## src/sv/twma_pkg.sv

```systemverilog
// Package for the time window metric aggregator: shared widths, constants and codes.
// No dependencies.
`timescale 1ns / 1ps
package twma_pkg;
  localparam int TimeW = 48;
  localparam int ValW = 64;
  localparam int DepthDefault = 64;
  localparam logic [31:0] HoldReset = 32'd300000;
  localparam logic [9:0] RateScale = 10'd1000;

  typedef enum logic [2:0] {
    MODE_LATEST = 3'd0,
    MODE_MAX    = 3'd1,
    MODE_MIN    = 3'd2,
    MODE_SUM    = 3'd3,
    MODE_QPS    = 3'd4,
    MODE_TPUT   = 3'd5
  } mode_t;

  localparam logic [0:0] FuncAppend = 1'b0;
  localparam logic [0:0] FuncCollect = 1'b1;

  // Divider control between sequencer and divider.
  typedef struct packed {
    logic start;
    logic neg_num;
    logic neg_den;
  } div_ctl_t;
endpackage

```

## src/sv/twma_div.sv

```systemverilog
// Restoring divider, one quotient bit per cycle, signed by magnitude and sign fix.
// Depends on twma_pkg.
`timescale 1ns / 1ps
module twma_div (
  input  logic                      clk,
  input  logic                      rst_n,
  input  twma_pkg::div_ctl_t        ctl,
  input  logic [twma_pkg::ValW-1:0] num_mag,
  input  logic [twma_pkg::ValW-1:0] den_mag,
  output logic                      done,
  output logic [twma_pkg::ValW-1:0] quot
);
  localparam int CntW = $clog2(twma_pkg::ValW + 1);

  logic [twma_pkg::ValW-1:0] q_r, q_nxt, den_r, den_nxt;
  logic [twma_pkg::ValW:0]   rem_r, rem_nxt, trial;
  logic [CntW-1:0]           cnt_r, cnt_nxt;
  logic                      busy_r, busy_nxt, neg_r, neg_nxt, done_r, done_nxt;

  // Shift one numerator bit into the partial remainder and try a subtract.
  always_comb begin
    q_nxt = q_r;
    den_nxt = den_r;
    rem_nxt = rem_r;
    cnt_nxt = cnt_r;
    busy_nxt = busy_r;
    neg_nxt = neg_r;
    done_nxt = 1'b0;
    trial = {rem_r[twma_pkg::ValW-1:0], q_r[twma_pkg::ValW-1]} - {1'b0, den_r};
    if (ctl.start) begin
      q_nxt = num_mag;
      den_nxt = den_mag;
      rem_nxt = '0;
      cnt_nxt = CntW'(twma_pkg::ValW);
      busy_nxt = 1'b1;
      neg_nxt = ctl.neg_num ^ ctl.neg_den;
    end else if (busy_r) begin
      if (!trial[twma_pkg::ValW]) begin
        rem_nxt = trial;
        q_nxt = {q_r[twma_pkg::ValW-2:0], 1'b1};
      end else begin
        rem_nxt = {rem_r[twma_pkg::ValW-1:0], q_r[twma_pkg::ValW-1]};
        q_nxt = {q_r[twma_pkg::ValW-2:0], 1'b0};
      end
      cnt_nxt = cnt_r - 1'b1;
      if (cnt_r == CntW'(1)) begin
        busy_nxt = 1'b0;
        done_nxt = 1'b1;
      end
    end
  end

  always_ff @(posedge clk) begin
    if (!rst_n) begin
      busy_r <= 1'b0;
      done_r <= 1'b0;
      cnt_r <= '0;
    end else begin
      busy_r <= busy_nxt;
      done_r <= done_nxt;
      cnt_r <= cnt_nxt;
    end
    q_r <= q_nxt;
    den_r <= den_nxt;
    rem_r <= rem_nxt;
    neg_r <= neg_nxt;
  end

  assign done = done_r;
  assign quot = neg_r ? (~q_r + 1'b1) : q_r;
endmodule
```

## config.mk

```make
export PLATFORM = sky130hd
export DESIGN_NAME = twma_div
export DESIGN_NICKNAME = d
export VERILOG_FILES = /design/src/sv/twma_pkg.sv /design/src/sv/twma_div.sv
export SDC_FILE = /design/constraint.sdc
export NUM_CORES = 1
export LEC_CHECK = 0
export ABC_AREA = 1
export BUFFER_PORTS_ARGS = -buffer_cell sky130_fd_sc_hd__buf_4
export CORE_ASPECT_RATIO = 1.2
export CORE_MARGIN = 8
export CORE_UTILIZATION = 50
export CTS_BUF_LIST = sky130_fd_sc_hd__clkbuf_8
export DETAILED_ROUTE_END_ITERATION = 10
export PLACE_DENSITY = 0.73
export SYNTH_ARGS = -nofsm -noshare
export SYNTH_HDL_FRONTEND = slang
export SYNTH_SLANG_ARGS = --single-unit
export TNS_END_PERCENT = 10
```

## constraint.sdc

```tcl
create_clock -name clk -period 2.8 [get_ports clk]
set_input_delay 0.28 -clock clk [delete_from_list [all_inputs] [get_ports clk]]
set_output_delay 0.28 -clock clk [all_outputs]
set_load 0.03 [all_outputs]
```

==> reports/qor.yml, run 1 <==
route:
  wl_per_cell_um: 17.14
  wirelength_mm: 58.93
  vias_per_cell: 5.049
  drtIter0Drc: 1202
  drc_errors: 0
  routed-via-count: 17360
  drt.antenna.violating_nets: 0
  first_pass_iters: 6
sta:
  final-setup-viol-count: 42
  rsz0062_at_grt: "yes"
  min_period_ns: 3.053
  final_hold_viol_count: 0
  fmax_mhz: 327.6
  fin_crit_sh_pct: 109.0
  fin_skew_ns: 0.02011
  relSlewSlack_pct: 49.00
  worst_slack_ns: -0.2529
  timing.final.max_slew_violations: 0
  max_slew.worst_pin.slew_ns: 0.7650
global_route:
  grt_max_degree: 112
  grt.total_usage_pct: 29.39
  grt_pass1_vias: 17320
  grt_antenna_before_repair: 1
  grt_pass1_wl_mm: 91.05
  grt_overflow_total: 0
critical_path:
  crit_type: "flop to primary output"
  worstReg2RegEnd: "rem_r[40]"
  worstPathRequired_ns: 2.52
  timing.rr.start: "q_r[63]"
  rrSetupSlack_ns: 0.17
  critPathLaunch: "q_r[1]"
  cp-end-kind: "primary output"
  ff2ff_path_depth: 17
  start_kind: "flop"
  cp_max_fo: 5
  crit_end: "quot[56]"
  arrival_ns: 2.77
die:
  core_sq_um: 32250
  start_util_pct: 50.86
  die_h_um: 214.4
  std_cell_rows: 72
  io_pins: 198
  die-area_sq_um: 38880
  dieWidth_um: 181.3
layout:
  final_cells: 3438
  nNetsFinal: 3203
  area_growth_pct: 27.87
  layout_commonest_cell: "nand2_1"
  drive_above_1_share_pct: 15.18
  fillers: 3053
  layout_common_cells: "nand2_1 (1011), inv_1 (579), buf_4 (251), nor2_1 (167), nand3_1 (137)"
  final_cell_area_sq_um: 20970
placement:
  dp_slack_ns: 0.01611
  port_buffers: 197
  dpl_cell_area_sq_um: 18690
  place_congestion: 1.022
  dp_cells: 3261
  dpl.hpwl_mm: 46.97
synth:
  postSynthCellCount: 2645
  ys_ff_latch: 202
  synth_warnings: 0
  synth-edff-count: 129
  avgSynthCellArea_sq_um: 6.201
  synth.distinct_cells: 43
  netlist_area_sq_um: 16400
  syn_nets: 2846
  ys_async_sr_fraction_pct: 0
  ys_seq_area_share_pct: 32.53
  synth_flop_cell: "edfxtp_1"
power_and_ir_drop:
  power_frac_comb_pct: 25.7
  internal_power_mw: 6.121
  peakVddDrop_mv: 0.3289
  powerDensity_nw_per_um2: 432.7
  switchingPower_mw: 2.955
  p_seq_share_pct: 38.7
  power.leakage_nw: 11.38
  p_sw_share_pct: 32.56
  clkPwrFrac_pct: 35.6
run_status:
  outcome: "complete, but fails checks"
  failed_checks: "negative setup slack"
clocking:
  clockRootBuffer: "clkbuf_8"
  htreeDepth: 2
  cts.sinks: 202
  clk_path_buf_depth: 3
  cts_tree: "yes"
  cts_buffers: 37
  clk_latency_ns: 0.58
  path_clk_slew_ns: 0.06
hold_path:
  hold_start: "num_mag[50]"
  min_path_cells: 3
  hold_path.class: "input port to flop"
flow_run:
  maxCapViolations: 0
[power by group through the flow]
stage / logic, mW / registers, mW / clock network [mW]
final: 2.33 / 3.51 / 3.23
after global routing: 2.51 / 3.53 / 3.40
after CTS: 2.26 / 3.51 / 3.28
after detailed placement: 2.09 / 3.57 / 0
after global placement: 2.07 / 3.56 / 0
after floorplan: 1.24 / 3.53 / 0
[critical path: stages, from the launching register on]
cell and delay, ns:
edfxtp_1 0.42, inv_2 0.12, ha_4 0.16, nand3_4 0.07, nor2_4 0.15, nand2_4 0.09
nor2_4 0.14, nand4_1 0.13, nand2_1 0.14, nand2_2 0.09, a21oi_4 0.23, nand2_2 0.08
xor2_1 0.18, buf_4 0.19
[layer usage]
| layer | share of wire, % | wire [um] | vias to the layer above | global-route usage [%] |
|---|---|---|---|---|
| li1 | - | - | 8716 | - |
| met4 | 5.3 | 3101 | 0 | 15.16 |
| met3 | 5.2 | 3059 | 152 | 4.458 |
| met5 | 0 | 0 | - | 0 |
| met1 | 37 | 22100 | 7860 | 30.13 |
| met2 | 52 | 30670 | 630 | 56.43 |
[cell families (layout without fill, tap and decap cells)]
| group | count (synthesis) | in the layout | synth area share (%) |
|---|---|---|---|
| compound gates | 160 | 160 | 5.149 |
| simple gates | 1483 | 1483 | 37.15 |
| flops | 202 | 202 | 32.53 |
| other cells | 0 | 1 | 0 |
| xor+xnor | 87 | 87 | 4.646 |
| buf+inv | 645 | 1030 | 15.29 |
| fa+ha+maj | 68 | 68 | 5.233 |
[through the flow]
step | total power, mW | util [%] | TNS [ns] | hold slack, ns
2_1_floorplan | 4.769 | - | 0 | 0.3789
3_3_place_gp | 5.631 | 57.94 | 0 | 0.4549
3_5_place_dp | 5.654 | 57.94 | 0 | 0.4593
4_1_cts | 9.049 | 64.26 | -9.297 | 0.001862
5_1_grt | 9.437 | 65.03 | -12.39 | 0.01494
6_report | 9.076 | 65.03 | -6.142 | 0.01453
[sequential cells by signal, indices dropped and copies added (netlist names)]
| name | cells |
|---|---|
| neg_r | 1 |
| q_r | 64 |
| busy_r | 1 |
| rem_r | 64 |
| den_r | 64 |
| done | 1 |
| cnt_r | 7 |
[worst min path at each step]
| stage | endpoint | slack [ns] |
|---|---|---|
| 3_3_place_gp | cnt_r[6] | 0.45 |
| 2_1_floorplan | den_r[0] | 0.38 |
| 3_5_place_dp | den_r[47] | 0.46 |
| 4_1_cts | q_r[36] | 0.002 |
| 6_report | q_r[50] | 0.01 |
| 5_1_grt | q_r[50] | 0.01 |
[final cells by class]
class                   instances  area [sq um]  area share [%]
inverters                     596          2237           10.67
clock inverters                28         284.0           1.354
well taps                     407         509.2           2.428
multi-input cells            1798          8932           42.59
diodes                          1         2.502         0.01193
flip-flops and latches        202          5335           25.44
repair buffers                367          3137           14.96
clock buffers                  39         536.8           2.559
[cells in the mapped netlist, types with 7 or more instances]
library cell	n	area share, %
inv_1	575	13
xnor2_1	27	1.4
inv_2	20	0.46
clkbuf_1	29	0.66
nor2_2	8	0.31
nand4_1	30	1.1
nor2_1	182	4.2
nand2_1	1032	24
nand2_2	21	0.80
buf_2	7	0.21
dfxtp_1	73	8.9
edfxtp_1	129	24
nor4_1	12	0.46
o21ai_0	82	2.5
xor2_1	60	3.2
o21ai_1	9	0.27
nor3_1	24	0.73
nand3b_1	10	0.46
a21oi_1	52	1.6
ha_1	67	5.1
nand3_1	145	4.4
[what timing repair did]
| action | in CTS | in global routing |
|---|---|---|
| endpoints found under the hold margin | 92 | 0 |
| buffers inserted | 11 | 6 |
| resized for setup | 60 | 48 |
| pin swaps | 19 | 20 |
| endpoints found under the setup margin | 47 | 110 |
| hold buffers | 92 | 0 |
Power figures use the tool's default switching activity.
==> run 2, diff against run 1 <==
--- a/config.mk
+++ b/config.mk
@@ -5,14 +5,14 @@
 export SDC_FILE = /design/constraint.sdc
 export NUM_CORES = 1
 export LEC_CHECK = 0
-export ABC_AREA = 1
+export ABC_AREA = 0
 export BUFFER_PORTS_ARGS = -buffer_cell sky130_fd_sc_hd__buf_4
 export CORE_ASPECT_RATIO = 1.2
 export CORE_MARGIN = 8
 export CORE_UTILIZATION = 50
 export CTS_BUF_LIST = sky130_fd_sc_hd__clkbuf_8
 export DETAILED_ROUTE_END_ITERATION = 10
-export PLACE_DENSITY = 0.73
+export PLACE_DENSITY = 0.74
 export SYNTH_ARGS = -nofsm -noshare
 export SYNTH_HDL_FRONTEND = slang
 export SYNTH_SLANG_ARGS = --single-unit
==> reports/qor.yml, run 2 <==
run_status:
  outcome: "complete, but fails checks"
  failed_checks: "negative setup slack"
route:
  routed-via-count: 13850  # -20%
  drtIter0Drc: 1046  # -13%
  vias_per_cell: 5.687  # +13%
  drc_errors: 0  # unchanged
  wl_per_cell_um: 18.83  # +9.9%
  first_pass_iters: 5  # -1
  wirelength_mm: 45.86  # -22%
  drt.antenna.violating_nets: 0  # unchanged
power_and_ir_drop:
  power.leakage_nw: 8.641  # -24%
  powerDensity_nw_per_um2: 517.6  # +20%
  peakVddDrop_mv: 0.3875  # +18%
layout:
  fin_util_pct: 76.51  # +11 points
  area_growth_pct: 49.93
  layout_common_cells: "buf_4 (539), nand2_1 (182), edfxtp_1 (129), nor2_1 (116), inv_1 (95)"
  n_antenna_cell: 0  # -1
  layout_commonest_cell: "buf_4"
  drive_above_1_share_pct: 38.81  # +24 points
  top_regs: "den_r (64), q_r (64), rem_r (64)"
  nNetsFinal: 2274  # -29%
clocking:
  htreeDepth: 2  # unchanged
  clockRootBuffer: "clkbuf_8"
  path_clk_slew_ns: 0.06  # about the same
  clk_path_buf_depth: 3  # unchanged
  cts.sinks: 202  # unchanged
  clk_latency_ns: 0.54  # -0.04 ns
  cts_tree: "yes"
  cts_buffers: 35  # -5.4%
die:
  die_h_um: 195.6  # -8.8%
  dieWidth_um: 165.7  # -8.6%
  std_cell_rows: 65  # -9.7%
  io_pins: 198  # unchanged
  die-area_sq_um: 32420  # -17%
  core_sq_um: 26350  # -18%
  start_util_pct: 51.03  # +0.17 points
sta:
  max_slew.worst_pin.slew_ns: 0.8478  # +0.08280 ns
  fin_crit_sh_pct: 158.1  # +49 points
  fmax_mhz: 225.9  # -31%
  rsz0062_at_grt: "yes"
  relSlewSlack_pct: 43.48  # -5.5 points
  worst_slack_ns: -1.627  # -1.374 ns
  fin_skew_ns: 0.02893  # +0.008813 ns
  final-setup-viol-count: 119  # +180%
  tns_ns: -80.95  # -74.81 ns
  final_hold_viol_count: 0  # unchanged
  timing.final.max_slew_violations: 0  # unchanged
  min_period_ns: 4.427  # +1.374 ns
critical_path:
  start_kind: "flop"
  crit_type: "flop to primary output"
  cp-end-kind: "primary output"
  worstPathRequired_ns: 2.52  # about the same
  arrival_ns: 4.15  # +1.38 ns
  cp_max_fo: 2  # -3
global_route:
  grt_pass1_wl_mm: 68.53  # -25%
  grt_overflow_total: 0  # unchanged
  grt_max_degree: 75  # -33%
  grt_pass1_vias: 13670  # -21%
  grt_antenna_before_repair: 0  # -1
  grt.total_usage_pct: 25.22  # -4.2 points
placement:
  place_congestion: 0.9558  # -6.4%
  port_buffers: 197  # unchanged
  dp_slack_ns: -1.139  # -1.155 ns
  dpl.hpwl_mm: 32.23  # -31%
synth:
  synth_area_leaders: "edfxtp_1 (29%), dfxtp_1 (11%), ha_1 (6.2%)"
  yosys.area.top_type: "edfxtp_1"
  synth_warnings: 0  # unchanged
  postSynthCellCount: 1481  # -44%
  netlist_area_sq_um: 13450  # -18%
  synth_flop_cell: "edfxtp_1"
  synthTopCellsByCount: "nand2_1 (186), edfxtp_1 (129), nor2_1 (118)"
  synth_top_area_share_pct: 28.81  # +5.2 points
  ys_ff_latch: 202  # unchanged
  synth.most_common_cell: "nand2_1"
  synth-edff-count: 129  # unchanged
  ys_seq_area_share_pct: 39.68  # +7.2 points
  syn_nets: 1682  # -41%
  ys_async_sr_fraction_pct: 0  # unchanged
  avgSynthCellArea_sq_um: 9.079  # +46%
  synth.distinct_cells: 67  # +56%
flow_run:
  maxCapViolations: 0  # unchanged
hold_path:
  hold_path.class: "input port to flop"
==> run 2: changes by cell type in the layout (fill, tap and decap cells not counted), sizes merged, moves of 63 or more <==
| cell | before | now |
|---|---|---|
| nor2 | 192 | 118 |
| inv | 605 | 98 |
| mux2 | 0 | 63 |
| nand2 | 1057 | 186 |
| xnor2 | 27 | 94 |
| nand3 | 146 | 21 |
| buf | 275 | 568 |
==> run 2: path summary, 6_finish.rpt <==
| path | start | endpoint | slack, ns | cells past startpoint |
|---|---|---|---|---|
| max | q_r[11] | quot[58] | -1.63 | 11 |
| min | num_mag[45] | q_r[45] | 0.07 | 2 |
| max reg2reg | den_r[0] | rem_r[45] | -0.66 | 13 |
| min reg2reg | rem_r[12] | rem_r[13] | 0.50 | 2 |
==> run 2: power breakdown <==
group / switching, mW / internal (mW)
Combinational: 2.17 / 1.92
Clock: 1.25 / 1.44
Sequential: 0.184 / 3.47
Total: 3.61 / 6.83
==> run 2: metrics by stage <==
| step | hold slack [ns] | instance area [sq um] | total power [mW] | std cells |
|---|---|---|---|---|
| finish | 0.06514 | 20160 | 10.44 | 2435 |
| detailed placement | 0.4593 | 17940 | 7.406 | 2297 |
| CTS | 0.02560 | 19430 | 10.24 | 2431 |
| global route | 0.04276 | 20160 | 10.95 | 2435 |
| floorplan | 0.3789 | 13580 | 5.732 | 1481 |
| global placement | 0.4580 | 17940 | 7.336 | 2297 |
==> run 2: cell type report <==
cell class | count | area (sq um)
clock buffers | 38 | 523.0
clock inverters | 26 | 166.4
fillers | 1750 | 6191
inverters | 84 | 315.3
multi-input cells | 1117 | 8325
flip-flops and latches | 202 | 5339
well taps | 335 | 419.2
repair buffers | 633 | 5071
==> run 2: critical path, cell delays in order (launching register included) <==
cell,delay [ns]
edfxtp_1,0.40
or4_4,0.55
or3_4,0.37
or4_4,0.44
nand2b_4,0.16
nand2b_4,0.15
or3_4,0.39
nand2b_4,0.16
or3_4,0.40
o41ai_4,0.29
xnor2_2,0.16
buf_6,0.15
==> run 2: routing by layer <==
layer  GRT usage [%]  vias to the layer above  part of all wire (%)
li1                -                     6619                     -
met2           45.17                      529                    50
met4           9.325                        0                   3.5
met5               0                        -                     0
met3           5.464                      118                   6.7
met1           28.95                     6582                    40
==> run 2: repair_timing <==
item | in CTS | in global routing
hold buffers | 65 | 0
gates cloned | 0 | 0
pin swaps | 7 | 46
setup endpoints to repair | 121 | 123
gates resized for setup | 20 | 146
setup buffers | 5 | 5
hold endpoints to repair | 66 | 0
==> run 2: kinds of logic after synthesis <==
kind of cell    count (synthesis)  share of synthesized area [%]
compound gates                390                          19.22
fa+ha+maj                      68                          6.384
xor+xnor                      116                          7.556
mux                            75                          6.170
flops                         202                          39.68
buf+inv                       162                          4.569
simple gates                  468                          16.42
